$ cat config.mk
export PLATFORM = sky130hd
export DESIGN_NAME = wsip_cfg_regs_flat
export DESIGN_NICKNAME = d
export VERILOG_FILES = /design/src/rtl/wsip_pkg.sv /design/src/rtl/wsip_cfg_if.sv /design/src/rtl/wsip_cfg_regs.sv /design/src/flat_wrapper.sv
export SDC_FILE = /design/constraint.sdc
export NUM_CORES = 1
export LEC_CHECK = 0
export BUFFER_PORTS_ARGS = -buffer_cell sky130_fd_sc_hd__buf_2
export CORE_ASPECT_RATIO = 0.9
export CORE_UTILIZATION = 45
export CTS_CLUSTER_SIZE = 25
export DETAILED_ROUTE_END_ITERATION = 6
export PLACE_DENSITY = 0.76
export SYNTH_ARGS = -nofsm -noshare
export SYNTH_HDL_FRONTEND = slang
export SYNTH_SLANG_ARGS = --single-unit
$ cat constraint.sdc
create_clock -name i_clk -period 3.25 [get_ports i_clk]
set_input_delay 0.1625 -clock i_clk [delete_from_list [all_inputs] [get_ports i_clk]]
set_output_delay 0.1625 -clock i_clk [all_outputs]
set_load 0.02 [all_outputs]
$ cat src/rtl/wsip_pkg.sv
package wsip_pkg;

    localparam int SPEED_W       = 16;
    localparam int ERR_W         = SPEED_W + 1;
    localparam int DP_W          = ERR_W + 1;
    localparam int DD_W          = ERR_W + 2;
    localparam int GAIN_W        = 16;
    localparam int PROD_W        = GAIN_W + 1 + DD_W;
    localparam int DELTA_W       = PROD_W + 2;
    localparam int ACC_W         = 48;
    localparam int OUT_W         = 32;
    localparam int FRAC_BITS_DEF = 8;
    localparam int CFG_IDX_W     = 2;
    localparam int NUM_STAGES    = 6;

    localparam logic [GAIN_W-1:0] GAIN_PROP_RST  = 16'd640;
    localparam logic [GAIN_W-1:0] GAIN_INTEG_RST = 16'd51;
    localparam logic [GAIN_W-1:0] GAIN_DERIV_RST = 16'd384;

    localparam logic [CFG_IDX_W-1:0] REG_GAIN_PROP  = 2'd0;
    localparam logic [CFG_IDX_W-1:0] REG_GAIN_INTEG = 2'd1;
    localparam logic [CFG_IDX_W-1:0] REG_GAIN_DERIV = 2'd2;

    typedef struct packed {
        logic [GAIN_W-1:0] prop;
        logic [GAIN_W-1:0] integ;
        logic [GAIN_W-1:0] deriv;
    } t_gains;

    // one load enable per pipeline stage
    typedef struct packed {
        logic ld_in;
        logic ld_err;
        logic ld_prod;
        logic ld_delta;
        logic ld_acc;
        logic ld_out;
    } t_stage_en;

endpackage

$ cat src/rtl/wsip_cfg_if.sv
interface wsip_cfg_if;
    logic                               valid;
    logic                               ready;
    logic [wsip_pkg::CFG_IDX_W-1:0]     index;
    logic [wsip_pkg::GAIN_W-1:0]        data;

    modport source (output valid, index, data, input ready);
    modport sink   (input valid, index, data, output ready);
endinterface

$ cat src/rtl/wsip_cfg_regs.sv
module wsip_cfg_regs (
    input  logic              i_clk,
    input  logic              i_rst_n,
    wsip_cfg_if.sink          i_cfg,
    output wsip_pkg::t_gains  o_gains
);

    wsip_pkg::t_gains r_gains;

    assign i_cfg.ready = 1'b1;
    assign o_gains     = r_gains;

    always_ff @(posedge i_clk) begin
        if (!i_rst_n) begin
            r_gains.prop  <= wsip_pkg::GAIN_PROP_RST;
            r_gains.integ <= wsip_pkg::GAIN_INTEG_RST;
            r_gains.deriv <= wsip_pkg::GAIN_DERIV_RST;
        end else if (i_cfg.valid && i_cfg.ready) begin
            unique case (i_cfg.index)
                wsip_pkg::REG_GAIN_PROP:  r_gains.prop  <= i_cfg.data;
                wsip_pkg::REG_GAIN_INTEG: r_gains.integ <= i_cfg.data;
                wsip_pkg::REG_GAIN_DERIV: r_gains.deriv <= i_cfg.data;
                default: ;  // unmapped index: drop the write
            endcase
        end
    end

endmodule

$ cat src/flat_wrapper.sv
// flat-port wrapper written by rule: the top's interface ports become plain ports
module wsip_cfg_regs_flat 
  (i_clk, i_rst_n, o_gains, i_cfg_valid, i_cfg_index, i_cfg_data, i_cfg_ready);
  wsip_cfg_if i_cfg_i ();
  input  logic i_clk;
  input  logic i_rst_n;
  output wsip_pkg::t_gains o_gains;
  input wire logic [$bits(i_cfg_i.valid)-1:0] i_cfg_valid;
  input wire logic [$bits(i_cfg_i.index)-1:0] i_cfg_index;
  input wire logic [$bits(i_cfg_i.data)-1:0] i_cfg_data;
  output wire logic [$bits(i_cfg_i.ready)-1:0] i_cfg_ready;
  assign i_cfg_i.valid = i_cfg_valid;
  assign i_cfg_i.index = i_cfg_index;
  assign i_cfg_i.data = i_cfg_data;
  assign i_cfg_ready = i_cfg_i.ready;
  wsip_cfg_regs u_core (.i_clk(i_clk), .i_rst_n(i_rst_n), .i_cfg(i_cfg_i), .o_gains(o_gains));
endmodule
---- After elaboration in Yosys (flattened, before gate mapping) ----
Cells that the tools add are included.
cells by class
  add/sub/neg operators ................... 0
  $mul .................................... 0
  div/mod/pow operators ................... 0
  magnitude comparators ................... 0
  equality and inequality tests ........... 2
  shift operators ......................... 0
  muxes and demuxes ....................... 0
  bitwise logic cells ..................... 0
  reduce and logical (&&, ||, !) cells .... 4
operators by type and width
  cell                                                 number
  AND reduction 2 bit                                  3
  equality test 2 x 1 -> 1 bit, second input constant  1
  equality test 2 bit, second input constant           1
  logical NOT 2 bit                                    1
word-level totals
  register bits after elaboration ......... 48
  latch bits .............................. 0
  RAM bits ................................ 0
  memory bits (read-only) ................. 0
  bits of input ports ..................... 21
  memories ................................ 0

---- Depth between registers and ports, before layout ----
  word-level depth ........................ 2
  gate-level depth with buffers ........... 5
  mapped depth without buffers ............ 2

---- Least setup slack after synthesis ----
OpenSTA, ideal clock, no wires.
  path type ............................... in2reg
  start point ............................. input port i_cfg_valid
  end point ............................... register u_core.r_gains (netlist bit u_core.o_gains[41])
  setup time .............................. 0.120 ns
  data arrival time ....................... 1.055 ns
  required time ........................... 3.130 ns
  path slack .............................. 2.076 ns
  cell stages on the path ................. 4
  path buffers ............................ 2
  cell sequence ........................... buf_4 or3b_1 buf_6 a211o_1
between the ends
  cells in the longest elaborated chain, start to end .. 1
ends and longest elaborated chain
  what                                  line                RTL
  from (decl)                           flat_wrapper.sv:8   input wire logic [$bits(i_cfg_i.valid)-1:0] i_cfg_valid;
  AND reduction 2 bit (no source line)  -
  to (decl)                             wsip_cfg_regs.sv:8  wsip_pkg::t_gains r_gains;
Every way passes these cells.
A chain may end at the register's enable or synchronous reset.

---- Worst setup path in the final report ----
  start point ............................. input port i_cfg_index[1]
  end point ............................... register u_core.r_gains (netlist bit u_core.o_gains[41])
between the ends
  cells in the longest elaborated chain, start to end .. 2
ends and longest elaborated chain
  what                                  line                 RTL
  from (decl)                           flat_wrapper.sv:9    input wire logic [$bits(i_cfg_i.index)-1:0] i_cfg_index;
  logical NOT 2 bit                     wsip_cfg_regs.sv:19  unique case (i_cfg.index)
  AND reduction 2 bit (no source line)  -
Every way passes these cells.

==> out/summary.txt <==
Synth top area share = 51.2%
Setup crit start kind = input pin
Setup-failing EPs final = 0
Max FFs per register = 48
Die W = 70.1 um
Synth area leaders = dfxtp_1, mux2i_1, nand2_1
Max-cap violations = 0
Post CTS Setup Buffer Count = 0
CTS Hold Bufs = 0
Max IR drop VDD = 247 uV
Initial antenna violation count = 0
Via density = 4.86
Worst hold path class = input pin to flip-flop
Kind of critical path = input pin to flip-flop
TritonRoute pass-1 iters = 4
Commonest non-fill, non-tap cell in the layout = buf_2
PD cells = 487 nW/um2
Share of layout cells above drive strength 1 = 31.6%
Syn_nets = 208
Routed wire length = 3.78 mm
I/O pin count = 70
Worst EP required = 3.43 ns
CTS sink cnt = 48
Asr flop ratio synth = 0%
Final ANT Viol Nets = 0
Sequential cell area fraction in the yosys report = 51.2%
Commonest non-fill, non-tap cells in the layout = buf_2, nand2_1, dfxtp_1
Final Hold Vio Count = 0
Die height = 63.3 um
TNS Setup = 0 ns
Die Area = 4440 um2
Slew HR = 32.1%
Worst-margin pin slew = 1.02 ns
Num CTS Buffers = 5
Crit. End Element = flip-flop
Maximum clock path buffer count = 2
Largest net degree at the start of global routing = 65
Yosys warns = 0
Synthesized flop and latch total = 48
Starting DRT DRC Count = 76
P&R area growth vs syn = 20.5%
Starting density of the core = 48.6%
Number of global-route vias before repair = 1,352
Post-CTS Resized = 0
Status = finished, final reports clean
Syn Area/Cell = 10.0 um2
DR WL/cell = 12.9 um
Synth area leader = dfxtp_1
Prevailing post-synth register cell = dfxtp_1
Post-Syn Instances = 187
Synth cell types = 19
Max Transition Viols Final = 0
Final period utilization = 39.8%
Final Core Density = 58.6%
CP arrival = 1.48 ns
Tmin final = 1.29 ns
CTS tree = built
Routability cong. = 0.701
Synth Cell Area = 1880 um2
Row cnt = 21
Diodes inserted = 0
Leakage = 0.00116 uW
Clk_lat worst skew = 0.28 ns
Tot Pwr = 1100 uW
Hpwl dp = 2.62 mm
Unrepaired setup endpoints after global routing = no
Worst Path Max Fanout = 16
Overall routing resource usage = 17.7%
Clk root buf = clkbuf_8
Port buffer count = 68
Core ar. = 3860 um2
# DRC = 0
Nets = 267
Clk pin slew, worst setup/hold paths = 0.08 ns
Fmax = 772 MHz
First-pass GRT wire length = 6.20 mm
Clk_skew = 0 ns
Gr ovfl total = 0
H-tree levels = 2
Vias post-DR = 1,424
Number of flops mapped to enable cells by yosys = 0
[worst max-delay path: stages]
cell     delay (ns)
buf_2          0.14
or3b_1         0.76
a211o_1        0.41
[cell families after synthesis]
kind of cell	after synthesis	share of synthesized area, %
other	1	0.200
AND/OR/NAND/NOR	69	17.3
multiplexers	42	22.4
flip-flops	48	51.2
buffers and inverters	21	6.46
AO/OA/AOI/OAI	6	2.53
[through the flow]
stage | worst slack [ns] | instance area, um2 | cells | hold WS (ns)
after floorplan | 2.08 | 1880 | 187 | 0.305
after global placement | 1.68 | 2170 | 285 | 0.432
after detailed placement | 1.65 | 2170 | 285 | 0.431
after CTS | 1.95 | 2260 | 293 | 0.117
after global routing | 1.92 | 2260 | 293 | 0.145
final | 1.96 | 2260 | 293 | 0.128
[synth_stat cells (2+ instances only)]
library cell,n
mux2i_1,42
nand2_1,56
dfxtp_1,48
a211o_1,2
o211ai_1,4
buf_4,2
inv_1,5
and3b_2,2
nand4b_1,4
buf_6,2
buf_2,3
clkbuf_1,8
nor2b_1,3
[final cells by class]
type	count	area (um2)
Fill cell	361	1600
Tap cell	46	57.6
Timing Repair Buffer	68	340
Sequential cell	48	961
Inverter	5	18.8
Multi-Input combinational cell	118	796
Clock buffer	8	90.1
[final timing paths]
kind	startpoint	endpoint	slack (ns)	depth (start not counted)
max	i_cfg_index[1]	u_core.o_gains[41]	1.96	3
min	i_cfg_data[7]	u_core.o_gains[23]	0.13	3
max reg2reg	u_core.o_gains[40]	u_core.o_gains[40]	2.58	2
min reg2reg	u_core.o_gains[25]	u_core.o_gains[25]	0.46	2
[per-layer routing]
layer / up-vias / global-route usage [%] / wire (um)
li1: 735 / - / -
met1: 637 / 23.5 / 1840
met2: 48 / 27.0 / 1660
met3: 4 / 6.08 / 255
met4: 0 / 5.25 / 28
met5: - / 0 / 0
[power by group]
group	switching, uW	internal [uW]
logic	81.2	47.8
registers	10.9	610
clock network	178	174
total	270	831
Note: power is estimated with default switching activity, not from simulation.
