==> src/rtl/wsip_pkg.sv <==
package wsip_pkg;

    localparam int SPEED_W       = 16;
    localparam int ERR_W         = SPEED_W + 1;
    localparam int DP_W          = ERR_W + 1;
    localparam int DD_W          = ERR_W + 2;
    localparam int GAIN_W        = 16;
    localparam int PROD_W        = GAIN_W + 1 + DD_W;
    localparam int DELTA_W       = PROD_W + 2;
    localparam int ACC_W         = 48;
    localparam int OUT_W         = 32;
    localparam int FRAC_BITS_DEF = 8;
    localparam int CFG_IDX_W     = 2;
    localparam int NUM_STAGES    = 6;

    localparam logic [GAIN_W-1:0] GAIN_PROP_RST  = 16'd640;
    localparam logic [GAIN_W-1:0] GAIN_INTEG_RST = 16'd51;
    localparam logic [GAIN_W-1:0] GAIN_DERIV_RST = 16'd384;

    localparam logic [CFG_IDX_W-1:0] REG_GAIN_PROP  = 2'd0;
    localparam logic [CFG_IDX_W-1:0] REG_GAIN_INTEG = 2'd1;
    localparam logic [CFG_IDX_W-1:0] REG_GAIN_DERIV = 2'd2;

    typedef struct packed {
        logic [GAIN_W-1:0] prop;
        logic [GAIN_W-1:0] integ;
        logic [GAIN_W-1:0] deriv;
    } t_gains;

    // one load enable per pipeline stage
    typedef struct packed {
        logic ld_in;
        logic ld_err;
        logic ld_prod;
        logic ld_delta;
        logic ld_acc;
        logic ld_out;
    } t_stage_en;

endpackage

==> src/rtl/wsip_err.sv <==
module wsip_err (
    input  logic                               i_clk,
    input  logic                               i_rst_n,
    input  wsip_pkg::t_stage_en                i_en,
    input  logic signed [wsip_pkg::SPEED_W-1:0] i_left,
    input  logic signed [wsip_pkg::SPEED_W-1:0] i_right,
    output logic signed [wsip_pkg::ERR_W-1:0]   o_err,
    output logic signed [wsip_pkg::DP_W-1:0]    o_dp,
    output logic signed [wsip_pkg::DD_W-1:0]    o_dd
);

    localparam int EW = wsip_pkg::ERR_W;

    logic signed [wsip_pkg::SPEED_W-1:0] r_left;
    logic signed [wsip_pkg::SPEED_W-1:0] r_right;
    logic signed [EW-1:0]                r_held;
    logic signed [EW-1:0]                r_prev1;
    logic signed [EW-1:0]                r_prev2;
    logic signed [EW-1:0]                r_err;
    logic signed [wsip_pkg::DP_W-1:0]    r_dp;
    logic signed [wsip_pkg::DD_W-1:0]    r_dd;

    logic signed [EW-1:0]                left_x;
    logic signed [EW-1:0]                right_x;
    logic        [EW-1:0]                mag_l;
    logic        [EW-1:0]                mag_r;
    logic                                mag_eq;
    logic signed [EW-1:0]                n_err;
    logic signed [wsip_pkg::DP_W-1:0]    n_dp;
    logic signed [wsip_pkg::DD_W-1:0]    n_dd;

    always_ff @(posedge i_clk) begin
        if (i_en.ld_in) begin
            r_left  <= i_left;
            r_right <= i_right;
        end
    end

    assign left_x  = EW'(r_left);
    assign right_x = EW'(r_right);
    assign mag_l   = r_left[wsip_pkg::SPEED_W-1]  ? -left_x  : left_x;
    assign mag_r   = r_right[wsip_pkg::SPEED_W-1] ? -right_x : right_x;
    assign mag_eq  = (mag_l == mag_r);

    // equal magnitudes: reuse the last held sum
    assign n_err = mag_eq ? r_held : (left_x + right_x);
    assign n_dp  = wsip_pkg::DP_W'(n_err) - wsip_pkg::DP_W'(r_prev1);
    assign n_dd  = wsip_pkg::DD_W'(n_err) - (wsip_pkg::DD_W'(r_prev1) <<< 1)
                 + wsip_pkg::DD_W'(r_prev2);

    always_ff @(posedge i_clk) begin
        if (!i_rst_n) begin
            r_held  <= '0;
            r_prev1 <= '0;
            r_prev2 <= '0;
        end else if (i_en.ld_err) begin
            if (!mag_eq) begin
                r_held <= left_x + right_x;
            end
            r_prev2 <= r_prev1;
            r_prev1 <= n_err;
        end
    end

    always_ff @(posedge i_clk) begin
        if (i_en.ld_err) begin
            r_err <= n_err;
            r_dp  <= n_dp;
            r_dd  <= n_dd;
        end
    end

    assign o_err = r_err;
    assign o_dp  = r_dp;
    assign o_dd  = r_dd;

endmodule

==> config.mk <==
export PLATFORM = sky130hd
export DESIGN_NAME = wsip_err
export DESIGN_NICKNAME = d
export VERILOG_FILES = /design/src/rtl/wsip_pkg.sv /design/src/rtl/wsip_err.sv
export SDC_FILE = /design/constraint.sdc
export NUM_CORES = 1
export LEC_CHECK = 0
export BUFFER_PORTS_ARGS = -buffer_cell sky130_fd_sc_hd__buf_4
export CAP_MARGIN = 20
export CORE_ASPECT_RATIO = 0.75
export CORE_UTILIZATION = 65
export CTS_BUF_LIST = sky130_fd_sc_hd__clkbuf_8
export DETAILED_ROUTE_END_ITERATION = 7
export HOLD_SLACK_MARGIN = 0.15
export PLACE_DENSITY = 0.87
export RECOVER_POWER = 25
export SYNTH_ARGS = -nofsm -noshare
export SYNTH_HDL_FRONTEND = slang
export SYNTH_SLANG_ARGS = --single-unit
==> constraint.sdc <==
create_clock -name i_clk -period 16.2 [get_ports i_clk]
set_input_delay 3.24 -clock i_clk [delete_from_list [all_inputs] [get_ports i_clk]]
set_output_delay 3.24 -clock i_clk [all_outputs]
set_load 0.005 [all_outputs]
After elaboration in Yosys (flattened, before gate mapping)

Index checks and enable logic that the tools add are counted.

Equality and inequality tests: 1
Multiplexer cells: 3
Add/subtract/negate cells: 6

Operator list:

| kind                         | number |
|---|---|
| two-way mux 17 bit           | 3 |
| negator 16 -> 17 bit         | 2 |
| adder 19 x 17 -> 19 bit      | 1 |
| subtractor 17 x 18 -> 19 bit | 1 |
| subtractor 17 x 17 -> 18 bit | 1 |
| adder 16 x 16 -> 17 bit      | 1 |
| equality test 17 bit         | 1 |

Logic and storage cells: 17
Output and inout port bits: 54
Bits in registers: 120
Bits of input ports: 40

Depth between registers and ports, before layout

Word-level depth: 6
Mapped depth: 24
Mapped depth without buffers: 23

Least setup slack after synthesis

No wires, ideal clock.

Path type: register -> register
From: register r_left[3] in the netlist's numbering
To: register r_dd, in the netlist o_dd[18], data pin
Stages on the path, launching flop included: 24
Buffers on the path: 2
Arrival: 5.561 ns
Data required time: 15.940 ns
Slack: 10.380 ns
Library setup time: 0.260 ns
Period minus slack after synthesis: 5.820 ns
Cells stage by stage: edfxtp_1 or3_1 buf_4 or4_1 nor4b_2 xor2_1 nor4_1 nand4_4 nor2_2 buf_4 nor2_1 a21o_1 fa_1 inv_1 ha_1 nor2b_1 o21ai_0 a21boi_0 o21ai_0 a311oi_1 a311oi_1 o2111ai_1 a21oi_1 xnor2_1

Word-level cells in the longest chain between the ends: 6
Elaborated cells between the ends (all ways): 7
Those cells by class: add/sub (4); eq/ne (1); mux (2)

Ends and longest elaborated chain:

| item                             | line           | text |
|---|---|---|
| start, declared                  | wsip_err.sv:14 | `logic signed [wsip_pkg::SPEED_W-1:0] r_left;` |
| start signal, assigned           | wsip_err.sv:34 | `r_left <= i_left;` |
| negator 16 -> 17 bit             | wsip_err.sv:41 | `assign mag_l = r_left[wsip_pkg::SPEED_W-1] ? -left_x : left_x;` |
| two-way mux 17 bit               | wsip_err.sv:41 |  |
| equality test 17 bit             | wsip_err.sv:43 | `assign mag_eq = (mag_l == mag_r);` |
| two-way mux 17 bit (*)           | n/a            |  |
| subtractor 17 x 18 -> 19 bit (*) | wsip_err.sv:48 | `assign n_dd = wsip_pkg::DD_W'(n_err) - (wsip_pkg::DD_W'(r_prev1) <<< 1)` |
| adder 19 x 17 -> 19 bit (*)      | wsip_err.sv:49 | `+ wsip_pkg::DD_W'(r_prev2);` |
| named net n_dd (one bit)         | wsip_err.sv:30 | `logic signed [wsip_pkg::DD_W-1:0] n_dd;` |
| end signal, assigned             | wsip_err.sv:69 | `r_dd <= n_dd;` |
| end, declared                    | wsip_err.sv:21 | `logic signed [wsip_pkg::DD_W-1:0] r_dd;` |

Mark *: on every way through the listed nets, which the timed path passes. The rest lies on a longest branch.
A chain may end at the register's enable or synchronous reset.

Final worst setup path

Ends and elaborated chain as after synthesis.

==> impl_results.md <==
- Kind of critical path: reg2reg
- MaxCap Viol Count: 1
- Power Total: 1.41 mW
- Die H: 96.2 µm
- Area growth, synth to finish: 15.2%
- Period utilisation layout: 43.3%
- Fin cells: 991
- Vias: 5909
- Initial Utilization: 68.4%
- Setup-failing EPs final: 0
- Diodes inserted: 0
- Distinct cells, synth: 69
- Die area: 12300 µm²
- Peak supply drop: 121 µV
- Crit Reg-Reg Startpoint: r_left[3]
- Initial antenna violation count: 0
- Crit path max-delay cell type: or4_1
- Worst hold path type: reg2reg
- Critical path arrival: 7200 ps
- RSZ-0062 raised after global routing: no
- Die width: 128 µm
- Clock root buffer: clkbuf_8
- Gpl congestion: 0.862
- Most frequent cell after synthesis: edfxtp_1
- Register area: 3260 µm²
- Core Util, Final: 78.8%
- Worst Setup SP: r_left[3]
- DR DRC count: 0
- CTS Sinks: 120
- Crit path launch type: flip-flop
- Fmax: 143 MHz
- First-pass GRT wire length: 28.4 mm
- Flops & latches, synth: 120
- Leakage: 3.61 nW
- Cell taking the most area after synthesis: edfxtp_1
- Reg2Reg Capture Point: o_dd[18]
- DRT Pass-1 Iters: 5
- Slew @ Worst Pin: 1700 ps
- CP endpoint kind: flip-flop
- Syn Area/Cell: 10.6 µm²
- CP max stage delay: 610 ps
- Sequential share of the synthesized area: 42.5%
- Crit path max-delay family: simple AND/OR/NAND/NOR gates
- Cts hold-fix bufs: 0
- Worst-path clk slew: 70 ps
- R2r setup slk: 9190 ps
- Total GRT Usage: 30.6%
- Outcome: complete, but fails checks
- Max clock buf depth: 2
- Area of the multi-input gates: 4040 µm²
- Largest net degree at the start of global routing: 59
- FF-to-FF path depth: 23
- Share of cells above drive strength 1: 16.5%
- DRC marker count from the first detailed-route iteration: 408
- Ys async rst share: 0%
- CP required: 16400 ps
- # nets final: 933
- Post-synth EDFFs: 86
- Rows: 33
- CP Max Fanout: 22
- I/O pin count: 94
- Post-DP HPWL: 12.7 mm
- Worst slew margin: -13.5%
- Core area: 11200 µm²
- Vias per cell: 5.96
- Crit path capture: o_dd[18]
- WP depth: 23
- Placed cells: 959
- Final Max Slew Viols: 33
- Post-cts gate resize count: 0
- Commonest cells post-synth: edfxtp_1 (86), inv_1 (75), nor2_1 (72)
- Total grt overflow: 0
- Cells along the critical path: or3_1, or4_1, nor4b_2, xor2_1, nor4_1, nand4_4, nor2_2, buf_4, nor2_1, a21o_1, fa_1, inv_1, ha_1, nor2b_1, o21ai_0, a21boi_0, o21ai_0, a311oi_1, buf_4, a311oi_1, o2111ai_1, a21oi_1, xnor2_1
- H-tree depth: 4
- Largest cells by area after synthesis: edfxtp_1 (34%), dfxtp_1 (8.9%), ha_1 (8.6%), xnor2_1 (6.8%), mux2i_1 (5.2%)
- Fillers: 720
- CTS tree: done
- Detail Route Antenna Nets: 0
- Setup TNS: 0 ps
- Clock Latency Late Sink: 440 ps
- Syn Std Cell Area: 7680 µm²
- Number of global-route vias before repair: 5894
- Final wirelength: 17.2 mm
- Buf+Inv Stages, Crit Path: 3
- Failing checks: capacitance limit, slew limit
- Worst Skew: 8.20 ps
- Synth top area share: 33.6%
- Port bufs: 89
- Synthesis Warnings: 0
- Synthesized instance count: 725
- Prevailing post-synth register cell: edfxtp_1
- Min Tclk post-route: 7010 ps
- Postcts setup bufs: 0
- Pwr dens: 159 nW/µm²
- Syn_nets: 837
- Average wire per standard cell: 17.4 µm
- Final Hold Fails: 0
- Number of buffers created by CTS: 17
## worst reg2reg max path, cell delays in order (launching register included)
cell and delay [ps]:
edfxtp_1 490, or3_1 600, or4_1 620, nor4b_2 250, xor2_1 190, nor4_1 480, nand4_4 240, nor2_2 150
buf_4 300, nor2_1 120, a21o_1 180, fa_1 490, inv_1 50, ha_1 330, nor2b_1 150, o21ai_0 220
a21boi_0 150, o21ai_0 350, a311oi_1 190, buf_4 190, a311oi_1 520, o2111ai_1 210, a21oi_1 200, xnor2_1 90
## placed cells by master (no fill, tap or decap), types with 9 or more instances in the layout
cell,synthesis,layout
edfxtp_1,86,86
xnor2_1,60,60
nor2_1,72,72
mux2i_1,40,40
o21ai_0,24,24
nor2b_1,9,9
nand3_1,10,10
xor2_1,14,14
dfxtp_1,34,34
o211ai_1,11,11
fa_1,19,19
a21oi_1,44,44
clkbuf_8,0,17
inv_1,75,77
nand2_1,23,23
buf_4,2,59
nor3_1,13,13
clkbuf_4,0,32
ha_1,53,53
## state kept, by name, summed over array words and instances (netlist names)
| name | cells |
|---|---|
| o_dd | 19 |
| o_dp | 18 |
| o_err | 17 |
| r_prev1 | 17 |
| r_prev2 | 17 |
| r_left | 16 |
| r_right | 16 |
## through the flow
stage               hold WS (ps)  setup slack, ps  instance area (µm²)
floorplan                    459            10380                 7680
global placement             476             9580                 8480
detailed placement           487             9350                 8480
CTS                          505             9260                 8860
global route                 544             8760                 8850
finish                       495             9190                 8850
## where the power goes
| part | internal [mW] | switching [mW] |
|---|---|---|
| sequential | 0.435 | 0.0357 |
| clock | 0.147 | 0.120 |
| combinational | 0.308 | 0.360 |
## routing by layer
layer	track usage [%]	routed length (µm)	vias up	part of all wire [%]
met3	7.00	1200	43	7.0
met4	12.3	339	0	2.0
met5	0	0	-	0
li1	-	-	2788	-
met1	37.5	7230	2841	42
met2	52.8	8430	237	49
## worst min path at each step
stage / endpoint / startpoint / slack (ps) / depth (start not counted)
after floorplan: r_prev1[15] / r_prev1[15] / 460 / 2
after global placement: r_prev2[3] / r_prev2[3] / 480 / 2
after detailed placement: r_prev2[8] / r_prev2[8] / 490 / 2
after CTS: r_prev2[8] / r_prev2[8] / 500 / 2
after global routing: r_prev2[9] / r_prev2[9] / 540 / 2
final: r_prev2[9] / r_prev2[9] / 500 / 2
## cell families after synthesis
| logic type | after synthesis | share of synthesized area, % |
|---|---|---|
| AND/OR/NAND/NOR | 182 | 12.2 |
| AO/OA/AOI/OAI | 140 | 12.4 |
| flip-flops | 120 | 42.5 |
| buffers and inverters | 92 | 4.98 |
| XOR/XNOR | 74 | 8.43 |
| adder cells (fa/ha/maj) | 72 | 13.6 |
| multiplexers | 45 | 5.94 |
## area by class of cell
| cell class | count | share of cell area (%) |
|---|---|---|
| Clock buffer | 17 | 2.64 |
| Clock inverter | 15 | 1.61 |
| Inverter | 76 | 3.22 |
| Multi-Input combinational cell | 513 | 45.6 |
| Sequential cell | 120 | 36.9 |
| Tap cell | 157 | 2.22 |
| Timing Repair Buffer | 93 | 7.80 |
Note: power is estimated with default switching activity, not from simulation.
