==> src/rtl/wsip_pkg.sv <==
package wsip_pkg;

    localparam int SPEED_W       = 16;
    localparam int ERR_W         = SPEED_W + 1;
    localparam int DP_W          = ERR_W + 1;
    localparam int DD_W          = ERR_W + 2;
    localparam int GAIN_W        = 16;
    localparam int PROD_W        = GAIN_W + 1 + DD_W;
    localparam int DELTA_W       = PROD_W + 2;
    localparam int ACC_W         = 48;
    localparam int OUT_W         = 32;
    localparam int FRAC_BITS_DEF = 8;
    localparam int CFG_IDX_W     = 2;
    localparam int NUM_STAGES    = 6;

    localparam logic [GAIN_W-1:0] GAIN_PROP_RST  = 16'd640;
    localparam logic [GAIN_W-1:0] GAIN_INTEG_RST = 16'd51;
    localparam logic [GAIN_W-1:0] GAIN_DERIV_RST = 16'd384;

    localparam logic [CFG_IDX_W-1:0] REG_GAIN_PROP  = 2'd0;
    localparam logic [CFG_IDX_W-1:0] REG_GAIN_INTEG = 2'd1;
    localparam logic [CFG_IDX_W-1:0] REG_GAIN_DERIV = 2'd2;

    typedef struct packed {
        logic [GAIN_W-1:0] prop;
        logic [GAIN_W-1:0] integ;
        logic [GAIN_W-1:0] deriv;
    } t_gains;

    // one load enable per pipeline stage
    typedef struct packed {
        logic ld_in;
        logic ld_err;
        logic ld_prod;
        logic ld_delta;
        logic ld_acc;
        logic ld_out;
    } t_stage_en;

endpackage

==> src/rtl/wsip_pipe_ctl.sv <==
module wsip_pipe_ctl (
    input  logic                 i_clk,
    input  logic                 i_rst_n,
    input  logic                 i_in_valid,
    input  logic                 i_out_ready,
    output logic                 o_in_ready,
    output logic                 o_out_valid,
    output wsip_pkg::t_stage_en  o_en
);

    localparam int N = wsip_pkg::NUM_STAGES;

    logic [N-1:0] r_vld;
    logic [N-1:0] n_vld;
    logic [N-1:0] rdy;
    logic [N-1:0] prev;
    logic [N-1:0] ld;

    // a stage can take a new item when it is empty or its item moves on
    always_comb begin
        rdy[N-1] = !r_vld[N-1] || i_out_ready;
        for (int k = N - 2; k >= 0; k--) begin
            rdy[k] = !r_vld[k] || rdy[k+1];
        end
    end

    assign prev  = {r_vld[N-2:0], i_in_valid};
    assign ld    = rdy & prev;
    assign n_vld = (rdy & prev) | (~rdy & r_vld);

    always_ff @(posedge i_clk) begin
        if (!i_rst_n) begin
            r_vld <= '0;
        end else begin
            r_vld <= n_vld;
        end
    end

    assign o_in_ready  = rdy[0];
    assign o_out_valid = r_vld[N-1];

    assign o_en.ld_in    = ld[0];
    assign o_en.ld_err   = ld[1];
    assign o_en.ld_prod  = ld[2];
    assign o_en.ld_delta = ld[3];
    assign o_en.ld_acc   = ld[4];
    assign o_en.ld_out   = ld[5];

endmodule

==> config.mk <==
export PLATFORM = sky130hd
export DESIGN_NAME = wsip_pipe_ctl
export DESIGN_NICKNAME = d
export VERILOG_FILES = /design/src/rtl/wsip_pkg.sv /design/src/rtl/wsip_pipe_ctl.sv
export SDC_FILE = /design/constraint.sdc
export NUM_CORES = 1
export LEC_CHECK = 0
export BUFFER_PORTS_ARGS = -buffer_cell sky130_fd_sc_hd__buf_4
export CORE_AREA = 10 10 47 49
export CTS_CLUSTER_DIAMETER = 120
export DETAILED_ROUTE_END_ITERATION = 6
export DIE_AREA = 0 0 57 59
export HOLD_SLACK_MARGIN = 0.1
export SKIP_CTS_REPAIR_TIMING = 1
export SYNTH_ARGS = -nofsm -noshare
export SYNTH_HDL_FRONTEND = slang
export SYNTH_SLANG_ARGS = --single-unit
==> constraint.sdc <==
create_clock -name i_clk -period 2 [get_ports i_clk]
set_input_delay 0.2 -clock i_clk [delete_from_list [all_inputs] [get_ports i_clk]]
set_output_delay 0.2 -clock i_clk [all_outputs]
set_load 0.01 [all_outputs]
# After elaboration in Yosys (flattened, before gate mapping)
# Cells that the tools add are included.
# word_totals
in_bits	4
reg_bits	6
# op_classes
reduce_logical	12
n_bitwise	4
# op_table
cell	n
AND 6 bit	2
zero test 1 bit	6
logical OR 1 bit	6
NOT 6 bit	1
bitwise OR 6 bit	1

# Depth between registers and ports, before layout
# Gate-level depths: netlist (run 1).
# logic_depth
ltp_word	10
depth_mapped	3
mapped_depth_nobuf	2

# Worst setup path after synthesis (run 1)
# No wires, ideal clock.
# synth_timing
path_kind	reg2out
start	reg with a tool-made name
end	out o_en[3] (netlist name)
slack_ps	912
required_ps	1800
path_buffers	0
stages_incl_launch_ff	3
t_arrival_ps	888
cell_sequence	dfxtp_1 -> and4b_1 -> a21boi_0
# synth_lines
item	line_no	source
end, declared	wsip_pipe_ctl.sv:8	output wsip_pkg::t_stage_en o_en

==> results.txt, run 1 <==
Setup Viol. Count Final -> 0
Sequential Power Share -> 48.8%
pin count of the biggest net entering global routing -> 10
relative slew slack -> 83.1%
Comb power frac -> 8.7%
wire length per cell -> 11.2 um
Initial Util -> 20.3%
die height -> 59 um
Cell Count Post-Placement -> 58
Clock Sinks -> 6
setup TNS after final layout -> 0 ns
Yosys top cell by area -> dfxtp_1
crit path launch type -> flip-flop
Pint -> 204 uW
gp weighted congestion -> 0.723
worst skew pair latency -> 0.24 ns
Rows -> 14
# H-tree levels -> 1
Layout Cells excl Fill -> 61
die width -> 57 um
post-synthesis sequential area ratio -> 42.3%
layout cells sized above 1 -> 33.3%
Tightest Hold Check Type -> primary input to flip-flop
Post-synth EDFFs -> 0
CTS tree -> done
post-route DRC violation count -> 0
#FFs+latches synth -> 6
Vias/cell -> 4.52
synth top area cells -> dfxtp_1 (42%), o21a_1 (11%), nor2b_1 (6.6%), o21ai_0 (5.3%), nand2_1 (5.3%)
ant diodes -> 0
share of the synthesized area in the top cell type -> 42.3%
gr usage total -> 4.46%
Leakage -> 0.000189 uW
drt initial violations -> 3
Synth Area per Inst -> 8.88 sq um
WS Path Type -> flip-flop to primary output
Final period util -> 71.3%
Layout Area Growth over Synthesis -> 42.3%
Async SR Flop Fraction -> 0%
total number of vias -> 276
final wirelength -> 682 um
DIE AREA -> 0.00336 sq mm
outcome -> finished clean
depth of the worst register-to-register path -> 2
CP required -> 1.80 ns
peak supply drop -> 144 uV
syn nets -> 36
leading cell types by count after synthesis -> dfxtp_1 (6), nand2_1 (4), o21a_1 (4), nor2b_1 (3), o21ai_0 (3)
Crit Path Max Fanout -> 6
post-synth cell types -> 16
Slew @ Worst Pin -> 0.252 ns
Layout Nets -> 51
Cell Pwr Density -> 645 mW/mm^2
number of I/O port buffers -> 11
FMAX -> 701 MHz
Sw Pwr -> 56.6 uW
Core Area -> 0.00140 sq mm
Clk pwr share -> 42.5%
Mapped Area -> 284 sq um
max-slew violations -> 0
top_reg_cell synth -> dfxtp_1
most numerous cell in the Yosys netlist -> dfxtp_1
vias in the first global route -> 282
Worst Setup EP -> o_in_ready
RSZ-0062 raised after global routing -> false
max_cap viols -> 0
Net Sw Frac -> 21.7%
Fillers -> 163
Clock transition at path regs -> 0.05 ns
Clock Tree Buf Depth -> 2
final count of hold timing violations -> 0
reg2reg setup slack -> 1.14 ns
minimum clock period after layout -> 1.43 ns
clk_skew -> 0.00551 ns
YS warnings -> 0
first-pass GRT wire length -> 1120 um
crit path DAT -> 1.23 ns
num ports -> 12
Pre-Repair DR Iteration Count -> 4
post-synthesis cell count -> 32
CTS root buffer -> clkbuf_4
Post-DP HPWL -> 505 um
total CTS buffers -> 3
Final ANT Viol Nets -> 0
initial antenna violation count -> 0
remaining global-route overflow -> 0
CP Capture Type -> primary output
power by group through the flow:
stage	clock (uW)	combinational (uW)	sequential (uW)
after floorplan	0	11.1	128
after global placement	0	22.9	129
after detailed placement	0	23.1	129
after CTS	117	23.3	127
after global routing	118	25.4	128
final	111	22.7	127
final cells by class:
| class | count | area [sq um] | area share, % |
|---|---|---|---|
| Clock buffer | 3 | 22.5 | 5.57 |
| Sequential cell | 6 | 120 | 29.7 |
| Multi-Input combinational cell | 24 | 155 | 38.4 |
| Tap cell | 16 | 20.0 | 4.95 |
| Timing Repair Buffer | 11 | 82.6 | 20.4 |
| Inverter | 1 | 3.75 | 0.929 |
how the worst min path moves through the flow:
| stage | slack, ns | depth (start not counted) | end | start |
|---|---|---|---|---|
| final | 0.17 | 3 | flip-flop | i_in_valid |
| after global routing | 0.20 | 3 | flip-flop | i_in_valid |
| after CTS | 0.16 | 3 | flip-flop | i_in_valid |
| after detailed placement | 0.42 | 3 | flip-flop | i_in_valid |
| after global placement | 0.41 | 3 | flip-flop | i_in_valid |
| after floorplan | 0.31 | 2 | flip-flop | i_in_valid |
layout by cell type, fill, tap and decap left out, drive strengths merged:
cell	synthesis	layout
a21boi	1	1
nand4b	1	1
buf	0	11
o21ai	3	3
nor2b	3	3
nand2	4	4
nand4	1	1
clkbuf	1	3
and3b	1	1
nand3	2	2
or2	1	1
and2	1	1
a31oi	1	1
o21a	4	4
inv	1	1
dfxtp	6	6
and4b	1	1
critical path, stage by stage (launching register included):
cell and delay, ns:
dfxtp_1 0.39, nand4b_2 0.20, or2_1 0.26, buf_4 0.14
routing by layer:
layer  global-route usage [%]  share of wire (%)
met5                        0                  0
met4                     7.05                3.7
met3                     1.93                5.7
met2                     7.13                 51
met1                     3.22                 39
cell families after synthesis:
group                  after synthesis  share of synthesized area (%)
buffers and inverters                2                           3.08
AOI/OAI and AO/OA                    9                           20.7
and+or+nand+nor                     15                           33.9
DFF                                  6                           42.3
stage by stage:
step           worst slack [ns]  hold WS, ns  util [%]  cell area, sq um  power (uW)
5_1_grt                   0.503        0.199      28.8               404         271
6_report                  0.574        0.168      28.8               404         261
4_1_cts                   0.546        0.162      28.8               404         267
2_1_floorplan             0.912        0.309         -               284         140
3_5_place_dp              0.824        0.420      27.2               382         152
3_3_place_gp              0.823        0.411      27.2               382         152
(Power assumes the default switching activity.)
==> run 2, diff against run 1 <==
- clock period: 2 -> 1.43 ns (I/O delays scaled with it)
==> run 2 against run 1 <==
Non-clock buffer count stayed put. Global-route usage is essentially flat. Combinational power increased by 42%. Sequential power increased by 39%. Via count decreased by 3.6%. Critical path depth did not move. First-iteration DRC count increased by 67%. Wire length down 4.7%. Total power increased by 41%. Count of clock-buffer cells in the layout is the same. Final area unchanged. Critical endpoint unchanged.
==> results.txt, run 2 (synthesis gave the netlist of run 1 again) <==
die height -> 59 um (unchanged)
Final ANT Viol Nets -> 0 (unchanged)
worst hold slack -> 0.108 ns (-0.0599 ns)
max-slew violations -> 0 (unchanged)
drt initial violations -> 5 (+2)
max_cap viols -> 0 (unchanged)
CTS tree -> done
Initial Util -> 20.3% (unchanged)
Cell Count Post-Placement -> 58 (unchanged)
sequential cell area -> 120 sq um (unchanged)
# H-tree levels -> 1 (unchanged)
cell count of the worst hold path -> 3 (unchanged)
relative slew slack -> 84.4% (+1.3 points)
RSZ-0062 raised after global routing -> false
crit path DAT -> 1.20 ns (-0.03 ns)
Post-DP HPWL -> 529 um (+4.7%)
Setup Viol. Count Final -> 0 (unchanged)
Clock Sinks -> 6 (unchanged)
Multi-input gate area -> 155 sq um (unchanged)
reg2reg setup slack -> 0.58 ns (-0.56 ns)
CP Capture Type -> primary output
clk_skew -> 0.00598 ns (+0.000468 ns)
CP required -> 1.29 ns (-0.51 ns)
depth of the worst register-to-register path -> 2 (unchanged)
minimum clock period after layout -> 1.34 ns
Tightest Hold Check Type -> primary input to flip-flop
setup ws final -> 0.0883 ns (-0.485 ns)
pin count of the biggest net entering global routing -> 10 (unchanged)
Clock Tree Buf Depth -> 2 (unchanged)
initial antenna violation count -> 0 (unchanged)
worst skew pair latency -> 0.24 ns (about the same)
num ports -> 12 (unchanged)
wire length per cell -> 10.7 um (-4.7%)
final wirelength -> 650 um (-4.7%)
total CTS buffers -> 3 (unchanged)
first-pass GRT wire length -> 1080 um (-3.6%)
crit path launch type -> flip-flop
remaining global-route overflow -> 0 (unchanged)
Tot Pwr -> 368 uW (+41%)
commonest non-fill, non-tap cell in the layout -> buf_4
Leakage -> 0.000189 uW (unchanged)
total number of vias -> 266 (-3.6%)
commonest non-fill, non-tap cells in the layout -> buf_4 (11), dfxtp_1 (6), o21a_1 (4), nand2_1 (4)
Layout Cells excl Fill -> 61 (unchanged)
Vias/cell -> 4.36 (-3.6%)
FMAX -> 745 MHz
final count of hold timing violations -> 0 (unchanged)
die width -> 57 um (unchanged)
ant diodes -> 0 (unchanged)
Crit Path Max Fanout -> 6 (unchanged)
post-route DRC violation count -> 0 (unchanged)
gr usage total -> 4.41% (-0.045 points)
outcome -> finished clean
worst slack at placement -> 0.329 ns (-0.495 ns)
vias in the first global route -> 266 (-5.7%)
Fillers -> 160 (-1.8%)
Rows -> 14 (unchanged)
Slew @ Worst Pin -> 0.233 ns (-0.0193 ns)
CTS root buffer -> clkbuf_4
Final period util -> 93.8%
DIE AREA -> 0.00336 sq mm (unchanged)
Clock transition at path regs -> 0.05 ns (about the same)
Cell Pwr Density -> 910 mW/mm^2 (+41%)
setup TNS after final layout -> 0 ns (unchanged)
WS Path Type -> flip-flop to primary output
layout cells sized above 1 -> 33.3% (unchanged)
Pre-Repair DR Iteration Count -> 4 (unchanged)
number of I/O port buffers -> 11 (unchanged)
Layout Nets -> 51 (unchanged)
peak supply drop -> 259 uV (+80%)
Core Area -> 0.00140 sq mm (unchanged)
Layout Area Growth over Synthesis -> 42.3% (unchanged)
gp weighted congestion -> 0.698 (-3.4%)
-- run 2: cell counts in the layout (fill, tap and decap cells not counted) --
Identical to the previous run, type by type.
-- run 2: path summary, 6_finish.rpt --
kind / start / to
setup reg to reg: flip-flop / flip-flop
hold reg to reg: flip-flop / flip-flop
setup / recovery: flip-flop / o_in_ready
hold / removal: i_in_valid / flip-flop
-- run 2: through the flow --
| stage | instance area (sq um) | util (%) |
|---|---|---|
| floorplan | 284 | - |
| global placement | 382 | 27.2 |
| detailed placement | 382 | 27.2 |
| CTS | 404 | 28.8 |
| global route | 404 | 28.8 |
| finish | 404 | 28.8 |
-- run 2: layer usage --
layer | GRT usage, % | up-vias | share of wire (%)
met1 | 4.05 | 116 | 42
met3 | 1.93 | 2 | 6.2
li1 | - | 142 | -
met2 | 5.89 | 6 | 48
met4 | 7.05 | 0 | 3.5
met5 | 0 | - | 0
-- run 2: critical path, cell delays in order, from the launching register on --
cell and delay, ns:
dfxtp_1 0.38, nand4b_2 0.18, or2_1 0.26, buf_4 0.14
-- run 2: final cells by class --
class	instances	area share, %
Multi-Input combinational cell	24	38.4
Clock buffer	3	5.57
Tap cell	16	4.95
Timing Repair Buffer	11	20.4
Inverter	1	0.929
Sequential cell	6	29.7
-- run 2: power breakdown --
group          internal (uW)  switching, uW
Clock                   95.1           63.0
Sequential               172           5.32
Combinational           18.3           13.9
