===== config.mk =====
export PLATFORM = sky130hd
export DESIGN_NAME = wsip_acc
export DESIGN_NICKNAME = d
export VERILOG_FILES = /design/src/rtl/wsip_pkg.sv /design/src/rtl/wsip_acc.sv
export SDC_FILE = /design/constraint.sdc
export NUM_CORES = 1
export LEC_CHECK = 0
export BUFFER_PORTS_ARGS = -buffer_cell sky130_fd_sc_hd__buf_2
export CAP_MARGIN = 20
export CORE_MARGIN = 2
export CORE_UTILIZATION = 35
export CTS_CLUSTER_SIZE = 8
export DETAILED_ROUTE_END_ITERATION = 7
export HOLD_SLACK_MARGIN = 0.02
export PLACE_DENSITY_LB_ADDON = 0.1
export SLEW_MARGIN = 20
export SYNTH_ARGS = -nofsm -noshare
export SYNTH_HDL_FRONTEND = slang
export SYNTH_SLANG_ARGS = --single-unit
export TNS_END_PERCENT = 50

===== constraint.sdc =====
create_clock -name i_clk -period 2.75 [get_ports i_clk]
set_input_delay 0.275 -clock i_clk [delete_from_list [all_inputs] [get_ports i_clk]]
set_output_delay 0.275 -clock i_clk [all_outputs]
set_load 0.05 [all_outputs]

===== src/rtl/wsip_pkg.sv =====
package wsip_pkg;

    localparam int SPEED_W       = 16;
    localparam int ERR_W         = SPEED_W + 1;
    localparam int DP_W          = ERR_W + 1;
    localparam int DD_W          = ERR_W + 2;
    localparam int GAIN_W        = 16;
    localparam int PROD_W        = GAIN_W + 1 + DD_W;
    localparam int DELTA_W       = PROD_W + 2;
    localparam int ACC_W         = 48;
    localparam int OUT_W         = 32;
    localparam int FRAC_BITS_DEF = 8;
    localparam int CFG_IDX_W     = 2;
    localparam int NUM_STAGES    = 6;

    localparam logic [GAIN_W-1:0] GAIN_PROP_RST  = 16'd640;
    localparam logic [GAIN_W-1:0] GAIN_INTEG_RST = 16'd51;
    localparam logic [GAIN_W-1:0] GAIN_DERIV_RST = 16'd384;

    localparam logic [CFG_IDX_W-1:0] REG_GAIN_PROP  = 2'd0;
    localparam logic [CFG_IDX_W-1:0] REG_GAIN_INTEG = 2'd1;
    localparam logic [CFG_IDX_W-1:0] REG_GAIN_DERIV = 2'd2;

    typedef struct packed {
        logic [GAIN_W-1:0] prop;
        logic [GAIN_W-1:0] integ;
        logic [GAIN_W-1:0] deriv;
    } t_gains;

    // one load enable per pipeline stage
    typedef struct packed {
        logic ld_in;
        logic ld_err;
        logic ld_prod;
        logic ld_delta;
        logic ld_acc;
        logic ld_out;
    } t_stage_en;

endpackage


===== src/rtl/wsip_acc.sv =====
module wsip_acc #(
    parameter int FRAC_BITS = wsip_pkg::FRAC_BITS_DEF
) (
    input  logic                                i_clk,
    input  logic                                i_rst_n,
    input  wsip_pkg::t_stage_en                 i_en,
    input  wsip_pkg::t_gains                    i_gains,
    input  logic signed [wsip_pkg::DELTA_W-1:0] i_delta,
    output logic signed [wsip_pkg::OUT_W-1:0]   o_correction
);

    localparam int AW = wsip_pkg::ACC_W;
    localparam int OW = wsip_pkg::OUT_W;

    localparam logic [AW-1:0] FRAC_MASK = (AW'(1) << FRAC_BITS) - AW'(1);
    localparam logic signed [AW-1:0] Q_MAX =
        {{(AW - OW + 1){1'b0}}, {(OW - 1){1'b1}}};
    localparam logic signed [AW-1:0] Q_MIN =
        {{(AW - OW + 1){1'b1}}, {(OW - 1){1'b0}}};

    logic signed [AW-1:0] r_acc;
    logic signed [AW-1:0] n_acc;
    logic signed [AW:0]   sum;
    logic                 gains_zero;
    logic signed [AW-1:0] q_floor;
    logic signed [AW-1:0] q_inc;
    logic signed [AW-1:0] q;
    logic signed [OW-1:0] n_out;
    logic signed [OW-1:0] r_out;

    assign gains_zero = (i_gains.prop == '0) && (i_gains.integ == '0)
                     && (i_gains.deriv == '0);

    assign sum = (AW + 1)'(r_acc) + (AW + 1)'(i_delta);

    // clear when all gains are zero; else saturate when the two top bits of the sum disagree
    always_comb begin
        if (gains_zero) begin
            n_acc = '0;
        end else if (sum[AW] != sum[AW-1]) begin
            n_acc = {sum[AW], {(AW - 1){~sum[AW]}}};
        end else begin
            n_acc = sum[AW-1:0];
        end
    end

    always_ff @(posedge i_clk) begin
        if (!i_rst_n) begin
            r_acc <= '0;
        end else if (i_en.ld_acc) begin
            r_acc <= n_acc;
        end
    end

    // shift floors; bump negative values with a remainder to truncate toward zero
    assign q_floor = r_acc >>> FRAC_BITS;
    assign q_inc   = {{(AW - 1){1'b0}}, r_acc[AW-1] && ((r_acc & FRAC_MASK) != '0)};
    assign q       = q_floor + q_inc;

    always_comb begin
        if (q > Q_MAX) begin
            n_out = Q_MAX[OW-1:0];
        end else if (q < Q_MIN) begin
            n_out = Q_MIN[OW-1:0];
        end else begin
            n_out = q[OW-1:0];
        end
    end

    always_ff @(posedge i_clk) begin
        if (i_en.ld_out) begin
            r_out <= n_out;
        end
    end

    assign o_correction = r_out;

endmodule


== Word-level counts from Yosys, hierarchy flattened ==
Index checks and enable logic that the tools add are counted.
W data, S select, Z words.

* Bits in registers: 80
* Input bits: 94
* Output and inout bits: 32
* Logic and storage cells: 18

* Add/sub/neg operators: 2
* $lt $le $gt $ge: 2
* Equality and inequality tests: 1
* Multiplexer cells: 3
* Bitwise operators: 1
* Reductions and logical operators: 7

{| class="wikitable"
|+ Operators by type and width
! cell !! count
|-
| $mux W48 || 2
|-
| $add A48 B38 Y49 || 1
|-
| $logic_not A16 Y1 || 3
|-
| $reduce_bool A48 Y1 || 1
|-
| $add A40 B2 Y41 || 1
|-
| $gt A41 B32 Y1 const B || 1
|-
| $lt A41 B32 Y1 const B || 1
|-
| $mux W32 || 1
|-
| $logic_and A1 B1 Y1 || 3
|-
| $ne A1 B1 Y1 || 1
|-
| $not A1 Y1 || 1
|}

== Logic depth before layout (Yosys ltp) ==
Gate-level depths: netlist (run 1).

* Depth after elaboration: 5
* Depth in mapped cells: 15
* Depth with buffers taken out: 13

== Worst setup path before layout (run 1) ==
OpenSTA, ideal clock, no wires.

* Path type: reg-to-reg
* Start: register r_acc[0]
* End: register r_acc[46]
* Arrival: 2.882 ns
* Data required time: 2.628 ns
* Slack: -0.254 ns
* Cell stages (with the launch flop): 14
* Cell sequence: dfxtp_1 > ha_1 > inv_1 > fa_1 > nand2b_1 > a21oi_1 > o21ai_1 > a32oi_2 > a31oi_1 > a21o_1 > o311a_1 > nor3_2 > xor2_1 > a221o_1

* Word-level cells in the longest chain between the ends: 4

{| class="wikitable"
|+ RTL lines
! what !! RTL line !! text
|-
| start: declaration || wsip_acc.sv:21 || <nowiki>logic signed [AW-1:0] r_acc;</nowiki>
|-
| start signal: assignment || wsip_acc.sv:51 || <nowiki>r_acc <= n_acc;</nowiki>
|-
| $add A48 B38 Y49 * || wsip_acc.sv:34 || <nowiki>assign sum = (AW + 1)'(r_acc) + (AW + 1)'(i_delta);</nowiki>
|-
| $ne A1 B1 Y1 / $not A1 Y1 (equally long branches) || wsip_acc.sv:40, wsip_acc.sv:41 ||
|-
| $mux W48 * || wsip_acc.sv:40 || <nowiki>end else if (sum[AW] != sum[AW-1]) begin</nowiki>
|-
| $mux W48 * || wsip_acc.sv:38 || <nowiki>if (gains_zero) begin</nowiki>
|}

Every way passes the cells marked *; elsewhere a longest branch is shown, timed or not.
A chain may end at the register's enable or synchronous reset.

== Worst setup path in the final report (run 1) ==
Ends and elaborated chain as after synthesis.

==> results.md, run 1 <==
Route:
- Summed over all layers, the routed wires come to 22700 um.
- The pre-antenna-repair detailed-routing pass consisted of 4 iterations.
- The ratio of routed vias to standard cells is 5.04.
- In this run, the number of DRC markers left after iteration 0 of detailed routing was 338.
- The detail route stage leaves a number of antenna-violating nets equal to 0.
- The total number of vias is 7343.
- The detailed-route DRC error count is 0.
- The average wire per standard cell is 15.6 um.

Global routing:
- The pin count of the biggest net entering global routing is 33.
- After global routing the overflow that remains totals 0.
- The first global-routing pass estimated 35700 um of wire.
- The initial antenna violation count is 0.
- The number of global-route vias before repair is 7103.
- The global router's overall resource usage is 0.221.

Synthesis:
- Counting distinct cell types in the post-synthesis netlist gives 75.
- The most frequently used flop master after synthesis is sky130_fd_sc_hd__dfxtp_1.
- Synthesis inferred 80 register bits.
- The post-synthesis sequential area ratio is 0.279.
- The mean instance size in the synthesized netlist is 7.95 um2.
- The synthesized area is 6880 um2.
- When the netlist entered floorplanning its net count stood at 1010.
- Synthesis produced 865 cells.
- Yosys printed 0 warnings.
- Counting flops with an async set or reset pin after synthesis yields a share of 0.
- Counting flops with a built-in enable in the synthesized netlist gives 32.

Placed design:
- Routability-driven placement finished with a final weighted congestion of 0.856.
- The cell area reported after detailed placement is 9340 um2.
- The HPWL after detailed placement is 17300 um.
- The placed cell count is 1422.
- During placement, the flow inserted port buffers numbering 121.
- OpenSTA, run right after detailed placement, puts the worst setup slack at -390 ps.

Cells and area:
- The post-route standard cell area excluding fillers is 10300 um2.
- The antenna cell count is 0.
- Leaving out fill and tap cells, the most frequent cells in the layout are sky130_fd_sc_hd__buf_4, sky130_fd_sc_hd__buf_2, sky130_fd_sc_hd__nand2_1.
- From synthesis to final layout, the design area changed by 49.6%.
- For this run, the number of standard cells in the final layout without fillers is 1457.
- In the final layout, the share of cells above drive strength 1 is 0.407.
- The leading cell type in the layout, fill and taps excluded is sky130_fd_sc_hd__buf_4.
- At the end of the flow, the number of nets in the layout was 1332.

Clocking:
- The clock slew seen by the registers of the worst setup and hold paths is 60 ps.
- The sink count of the clock tree is 80.
- The worst-case clock buffer depth is 2.
- The clock tree root buffer cell is sky130_fd_sc_hd__clkbuf_16.
- The insertion delay to the later sink of the worst-skew pair is 360 ps.
- The TritonCTS clock tree is built.
- The number of H-tree levels is 3.
- The number of CTS-inserted buffers is 9.

Floorplanning:
- The starting utilization of the core area is 0.354.
- The number of placement rows is 51.
- The region available for standard cell placement spans 19400 um2.
- The horizontal die dimension is 144 um.
- The vertical die dimension is 144 um.
- The floorplan step defined a die boundary enclosing 20800 um2.
- The top-level port count is 126.

STA:
- The smallest setup slack after layout is -299 ps.
- Setup repair after global routing could not meet its margin everywhere.
- Dividing the final minimum period by the clock period gives 1.11.
- The number of slew-limit violations in the final report is 0.
- The worst relative slew slack is 0.500.
- On the final layout, the worst hold slack is 325 ps.
- Setup violations remaining at the end of the flow were counted as 79.
- The worst-case clock skew is 8.46 ps.
- For the pin with the worst max-slew slack, the measured transition is 751 ps.
- The final count of hold timing violations came to 0.
- After layout, the minimum clock period comes to 3050 ps.
- The maximum clock frequency is 0.328 GHz.

Hold path:
- The classification of the worst-slack hold path is input pin to register.

Setup path:
- The startpoint of the worst-slack reg-to-reg timing path is r_acc[0]$_SDFFE_PN0P_.
- The startpoint of the worst setup timing path is r_acc[0]$_SDFFE_PN0P_.
- The number of cells on the worst reg-to-reg path is 14.
- STA classifies the critical path endpoint as a register.
- The number of buffers and inverters on the critical path is 2.
- The largest individual stage delay along the critical path comes from the cell sky130_fd_sc_hd__dfxtp_4.
- Counting buffers and inverters, the worst setup path is 14 cells deep.
- Traced cell by cell, the critical path runs through buf_6 -> ha_4 -> inv_2 -> fa_2 -> nand2b_4 -> a21oi_4 -> o21ai_4 -> a32oi_4 -> a31oi_4 -> a21o_1 -> o311a_1 -> nor3_2 -> xor2_1 -> a221o_1.
- The cell type group with the largest total delay on the critical path is compound AO/OA/AOI/OAI gates.
- The register-to-register path setup slack is -300 ps.
- At the worst endpoint, the required time is 2990 ps.
- The largest single stage delay on the critical path is 370 ps.
- The critical path is of the register to register type.
- The reg-to-reg endpoint is r_acc[46]$_SDFFE_PN0P_.
- The largest driver fanout on the critical path is 3.
- The last element of the critical path is r_acc[46]$_SDFFE_PN0P_.
- The data arrival time of the critical path is 3290 ps.
- The worst setup path is launched from a register.

Run status:
- The final reports fail on setup timing.
- The flow ran to the end, but the final reports show violations.

Pwr:
- The cell leakage power is 4.47 nW.
- The highest ir drop seen on vdd is 0.000405 V.
- Summing internal, switching and leakage power gives 11.9 mW.
- In this run the power density over the cells is 1150 nW/um2.

Flow run:
- Max-cap violations in this run came to 0.
## worst min-delay path by stage
| stage | start | endpoint | slack (ps) | depth (start not counted) |
|---|---|---|---|---|
| final | i_delta[0] | r_acc[0]$_SDFFE_PN0P_ | 330 | 4 |
| after global routing | i_delta[0] | r_acc[0]$_SDFFE_PN0P_ | 350 | 4 |
| after CTS | i_delta[0] | r_acc[0]$_SDFFE_PN0P_ | 320 | 4 |
| after detailed placement | r_acc[0]$_SDFFE_PN0P_ | r_acc[0]$_SDFFE_PN0P_ | 450 | 2 |
| after global placement | r_acc[0]$_SDFFE_PN0P_ | r_acc[0]$_SDFFE_PN0P_ | 450 | 2 |
| after floorplan | i_en[0] | o_correction[0]$_SDFFCE_PN1P_ | 390 | 0 |
## cell families (layout without fill, tap and decap cells)
logic type               Yosys count  count (layout)  synth area share
adder cells (fa/ha/maj)           51              51            0.0939
XOR/XNOR                          68              68            0.0888
multiplexers                       1               1           0.00164
buffers and inverters             70             397            0.0489
flip-flops                        80              80             0.279
AO/OA/AOI/OAI                    276             276             0.261
AND/OR/NAND/NOR                  319             319             0.226
## metal layers
layer / routed length [um] / up-vias / track usage
li1: - / 3806 / -
met1: 10800 / 3345 / 0.292
met2: 10500 / 162 / 0.379
met3: 832 / 30 / 0.0344
met4: 522 / 0 / 0.0521
met5: 0 / - / 0
## timing repair
item	CTS	global route
gates cloned	4	2
pin swaps	26	39
setup endpoints to repair	80	80
gates resized for setup	55	49
buffers inserted	12	5
hold buffers	0	0
## synthesized netlist by cell type (all sizes together), types with 18 or more instances
cell	count	area share
xor2	32	0.042
inv	29	0.016
edfxtp	32	0.14
ha	50	0.091
nand3	30	0.023
dfxtp	48	0.14
nand2	106	0.058
nor2	92	0.054
xnor2	36	0.047
a21oi	67	0.050
nor4	18	0.019
o21ai	110	0.082
a21o	23	0.025
nand4	23	0.022
buf	29	0.026
## tightest hold or removal path: cells and delay by family
kind	cells	cell delay, ps
compound gates	1	90
simple gates	1	30
buf+inv	1	120
fa+ha+maj	1	120
## power breakdown
group          leakage (nW)  internal (mW)  switching, mW
logic                  3.65           3.99           4.61
clock network         0.128          0.619          0.554
registers             0.689           1.83          0.279
## state kept, by name, indices dropped and copies added (netlist names)
register,cells
o_correction,32
r_acc,48
## final cells by class
class | instances | area [um2]
Clock buffer | 9 | 225
Clock inverter | 7 | 55.1
Inverter | 30 | 113
Timing Repair Buffer | 351 | 2560
Fill cell | 1964 | 9110
Sequential cell | 80 | 1950
Tap cell | 265 | 332
Multi-Input combinational cell | 715 | 5060
## through the flow
| stage | utilization | setup TNS (ps) |
|---|---|---|
| after detailed placement | 0.482 | -23630 |
| after CTS | 0.519 | -13720 |
| after global routing | 0.530 | -28820 |
| final | 0.530 | -17290 |
| after global placement | 0.482 | -21330 |
| after floorplan | - | -2200 |
No activity file was read; power rests on OpenSTA's default activity.
==> inputs of run 2 (changes only) <==
Settings changed: CORE_UTILIZATION 35 to 50.
==> results.md, run 2 (same netlist as run 1, synthesis figures left out) <==
Route:
- The count of nets left with antenna violations after detail routing is 0 (unchanged).
- The average wire per standard cell is 17.1 um (+10%).
- The detailed-routing iteration count for the pre-antenna-repair pass was 5 (+1).
- The routed wire length was 23000 um (+1.4%).
- The total number of vias is 7715 (+5.1%).
- The DRC marker count from the first detailed-route iteration is 646 (+91%).
- The ratio of routed vias to standard cells is 5.74 (+14%).
- The detailed-route DRC error count came to 0 (unchanged).

Floorplanning:
- The die area is 14700 um2 (-29%).
- The vertical die dimension is 121 um (-16%).
- The starting utilization of the core area is 0.515 (+0.161).
- The top-level port count is 126 (unchanged).
- The area inside the core boundary is 13300 um2 (-31%).
- The horizontal die dimension was 121 um (-16%).
- The number of placement rows is 42 (-18%).

Cells and area:
- The number of nets in the layout is 1307 (-1.9%).
- The number of flip-flops in the largest register was 48 (unchanged).
- The library cells used most frequently in the layout, excluding fill and tap cells, are sky130_fd_sc_hd__buf_4, sky130_fd_sc_hd__buf_2, sky130_fd_sc_hd__nand2_1.
- The utilization of the core after routing came to 0.764 (+0.234).
- The antenna cell count is 0 (unchanged).
- The fraction of final layout cells with drive strength greater than 1 is 0.412 (+0.00529).
- Leaving out fill and tap cells, the most frequent cell in the layout is sky130_fd_sc_hd__buf_4.
- Compared with the post-synthesis result, the final layout area differs by 48.3%.
- The register with the most flip-flops in the final layout is r_acc.
- The count of fill cells added during filler insertion came to 1005 (-49%).

Pwr:
- The switching power of the nets is 5.62 mW (+3.2%).
- The share of total power in sequential cells is 0.177 (about the same).
- The cell leakage power is 4.42 nW (-0.96%).
- The cell internal power dissipation is 6.63 mW (+2.9%).
- The logic gate share of total power is 0.723 (about the same).
- The power per cell area was 1200 nW/um2 (+4.0%).
- The share of total power consumed by net switching is 0.459 (+0.000706).
- The highest ir drop seen on vdd was 0.000522 V (+29%).
- The post-layout total power is 12.2 mW (+3.1%).
- The share of total power in the clock network is 0.100 (about the same).

Global routing:
- The global router's overall resource usage came to 0.290 (+0.0689).
- The pin count of the biggest net entering global routing came to 33 (unchanged).
- The initial antenna violation count is 0 (unchanged).
- The overall overflow remaining after global route is 0 (unchanged).
- The number of global-route vias before repair is 7256 (+2.2%).
- The wire length of the first global-routing pass is 33900 um (-5.0%).

STA:
- The smallest setup slack after layout is -311 ps (-11.9 ps).
- The count of endpoints failing setup in the final report was 78 (-1.3%).
- Setup repair after global routing could not meet its margin everywhere.
- The worst-case clock skew is 9.33 ps (+0.868 ps).
- The final setup TNS is -20240 ps (-2950 ps).
- The worst hold-check slack is 301 ps (-24.3 ps).
- The worst relative slew slack is 0.499 (-0.000786).
- The transition time at the pin with the least slew margin is 752 ps (+1.18 ps).
- The final count of hold timing violations is 0 (unchanged).
- The maximum clock frequency is 0.327 GHz (-0.39%).
- The post-route clock period utilization is 1.11 (+0.00433).
- The number of slew-limit violations in the final report is 0 (unchanged).
- The minimum clock period is 3060 ps (+11.9 ps).

Placed design:
- The pre-CTS setup slack was -381 ps (+8.40 ps).
- The post-detailed-placement half-perimeter wirelength is 15800 um (-8.5%).
- The global placement routability congestion is 0.921 (+7.6%).
- The count of port buffers added during placement is 121 (unchanged).

Setup path:
- The endpoint required time on the critical path is 2850 ps (-140 ps).
- The data arrival time of the critical path is 3160 ps (-130 ps).
- The critical path is of the register to register type.
- STA classifies the critical path endpoint as a register.
- The startpoint kind of the worst setup timing path is a register.
- The largest driver fanout on the critical path was 8 (+5).

Clocking:
- The tree is rooted in a sky130_fd_sc_hd__clkbuf_16.
- The clock slew seen by the registers of the worst setup and hold paths came to 60 ps (about the same).
- The number of CTS-inserted buffers is 9 (unchanged).
- The insertion delay to the later sink of the worst-skew pair is 350 ps (about the same).
- TritonCTS built the clock tree.
- The worst-case clock buffer depth was 2 (unchanged).
- The sink count of the clock tree is 80 (unchanged).
- The number of H-tree levels is 3 (unchanged).

Flow run:
- The reported max-cap violation count is 0 (unchanged).

Run status:
- The final reports fail on setup timing.
- The run finished, with violations left.

Hold path:
- The classification of the worst-slack hold path is input pin to register.
## run 2: cell types whose count changed in the layout (fill, tap and decap cells not counted), moves of 3 or more
cell	previous run	this run
sky130_fd_sc_hd__a21oi_1	59	52
sky130_fd_sc_hd__nor2_1	71	64
sky130_fd_sc_hd__buf_6	16	10
sky130_fd_sc_hd__o21ai_2	25	33
sky130_fd_sc_hd__nor2_2	17	22
sky130_fd_sc_hd__ha_1	45	42
sky130_fd_sc_hd__buf_12	6	10
sky130_fd_sc_hd__o21ai_1	55	49
sky130_fd_sc_hd__clkbuf_16	11	16
sky130_fd_sc_hd__ha_4	4	7
sky130_fd_sc_hd__buf_4	202	174
sky130_fd_sc_hd__a21oi_2	6	13
## run 2: final cells by class
| class | count | area (um2) | area share |
|---|---|---|---|
| clock buffer | 10 | 229 | 0.0224 |
| clock inverter | 6 | 68.8 | 0.00675 |
| inverter | 30 | 115 | 0.0113 |
| multi-input combinational | 715 | 5140 | 0.504 |
| sequential | 80 | 1940 | 0.191 |
| tap | 176 | 220 | 0.0216 |
| timing repair buffer | 326 | 2480 | 0.244 |
## run 2: timing repair
action	CTS	global route
pin swaps	10	49
resized for setup	28	91
hold buffers	0	0
gates cloned	3	7
buffers inserted	9	9
setup endpoints to repair	80	80
## run 2: worst paths after layout
check,from,endpoint,slack (ps),cells after the start
max,r_acc[0]$_SDFFE_PN0P_,o_correction[7]$_SDFFCE_PN1P_,-310,15
min reg2reg,r_acc[4]$_SDFFE_PN0P_,r_acc[4]$_SDFFE_PN0P_,480,2
min,i_delta[0],r_acc[0]$_SDFFE_PN0P_,300,4
max reg2reg,r_acc[0]$_SDFFE_PN0P_,o_correction[7]$_SDFFCE_PN1P_,-310,15
## run 2: routing by layer
metal,share of wire,GRT usage,vias up
li1,-,-,3743
met1,0.42,0.373,3643
met2,0.49,0.498,280
met3,0.062,0.0320,49
met4,0.026,0.111,0
met5,0,0,-
## run 2: critical path, cell delays in order (launching register included)
cell and delay, ps:
sky130_fd_sc_hd__dfxtp_4 390, sky130_fd_sc_hd__nor4_4 50, sky130_fd_sc_hd__a21boi_4 200, sky130_fd_sc_hd__ha_4 180
sky130_fd_sc_hd__ha_4 150, sky130_fd_sc_hd__inv_4 30, sky130_fd_sc_hd__or3_4 410, sky130_fd_sc_hd__nor3b_4 270
sky130_fd_sc_hd__buf_6 150, sky130_fd_sc_hd__and3_4 170, sky130_fd_sc_hd__and2_4 140, sky130_fd_sc_hd__o221ai_2 90
sky130_fd_sc_hd__o21ai_2 190, sky130_fd_sc_hd__buf_12 160, sky130_fd_sc_hd__clkbuf_16 160, sky130_fd_sc_hd__o21ai_1 70
## run 2: power by group through the flow
stage | clock, mW | combinational [mW] | sequential [mW]
global route | 1.28 | 9.50 | 2.20
finish | 1.23 | 8.85 | 2.17
global placement | 0 | 7.10 | 2.09
CTS | 1.23 | 7.58 | 2.09
detailed placement | 0 | 7.18 | 2.11
floorplan | 0 | 3.89 | 2.85
## run 2: stage by stage
step / cells / instance area [um2]
CTS: 1328 / 9570
global route: 1343 / 10200
floorplan: 865 / 7000
detailed placement: 1300 / 9020
finish: 1343 / 10200
global placement: 1300 / 9020
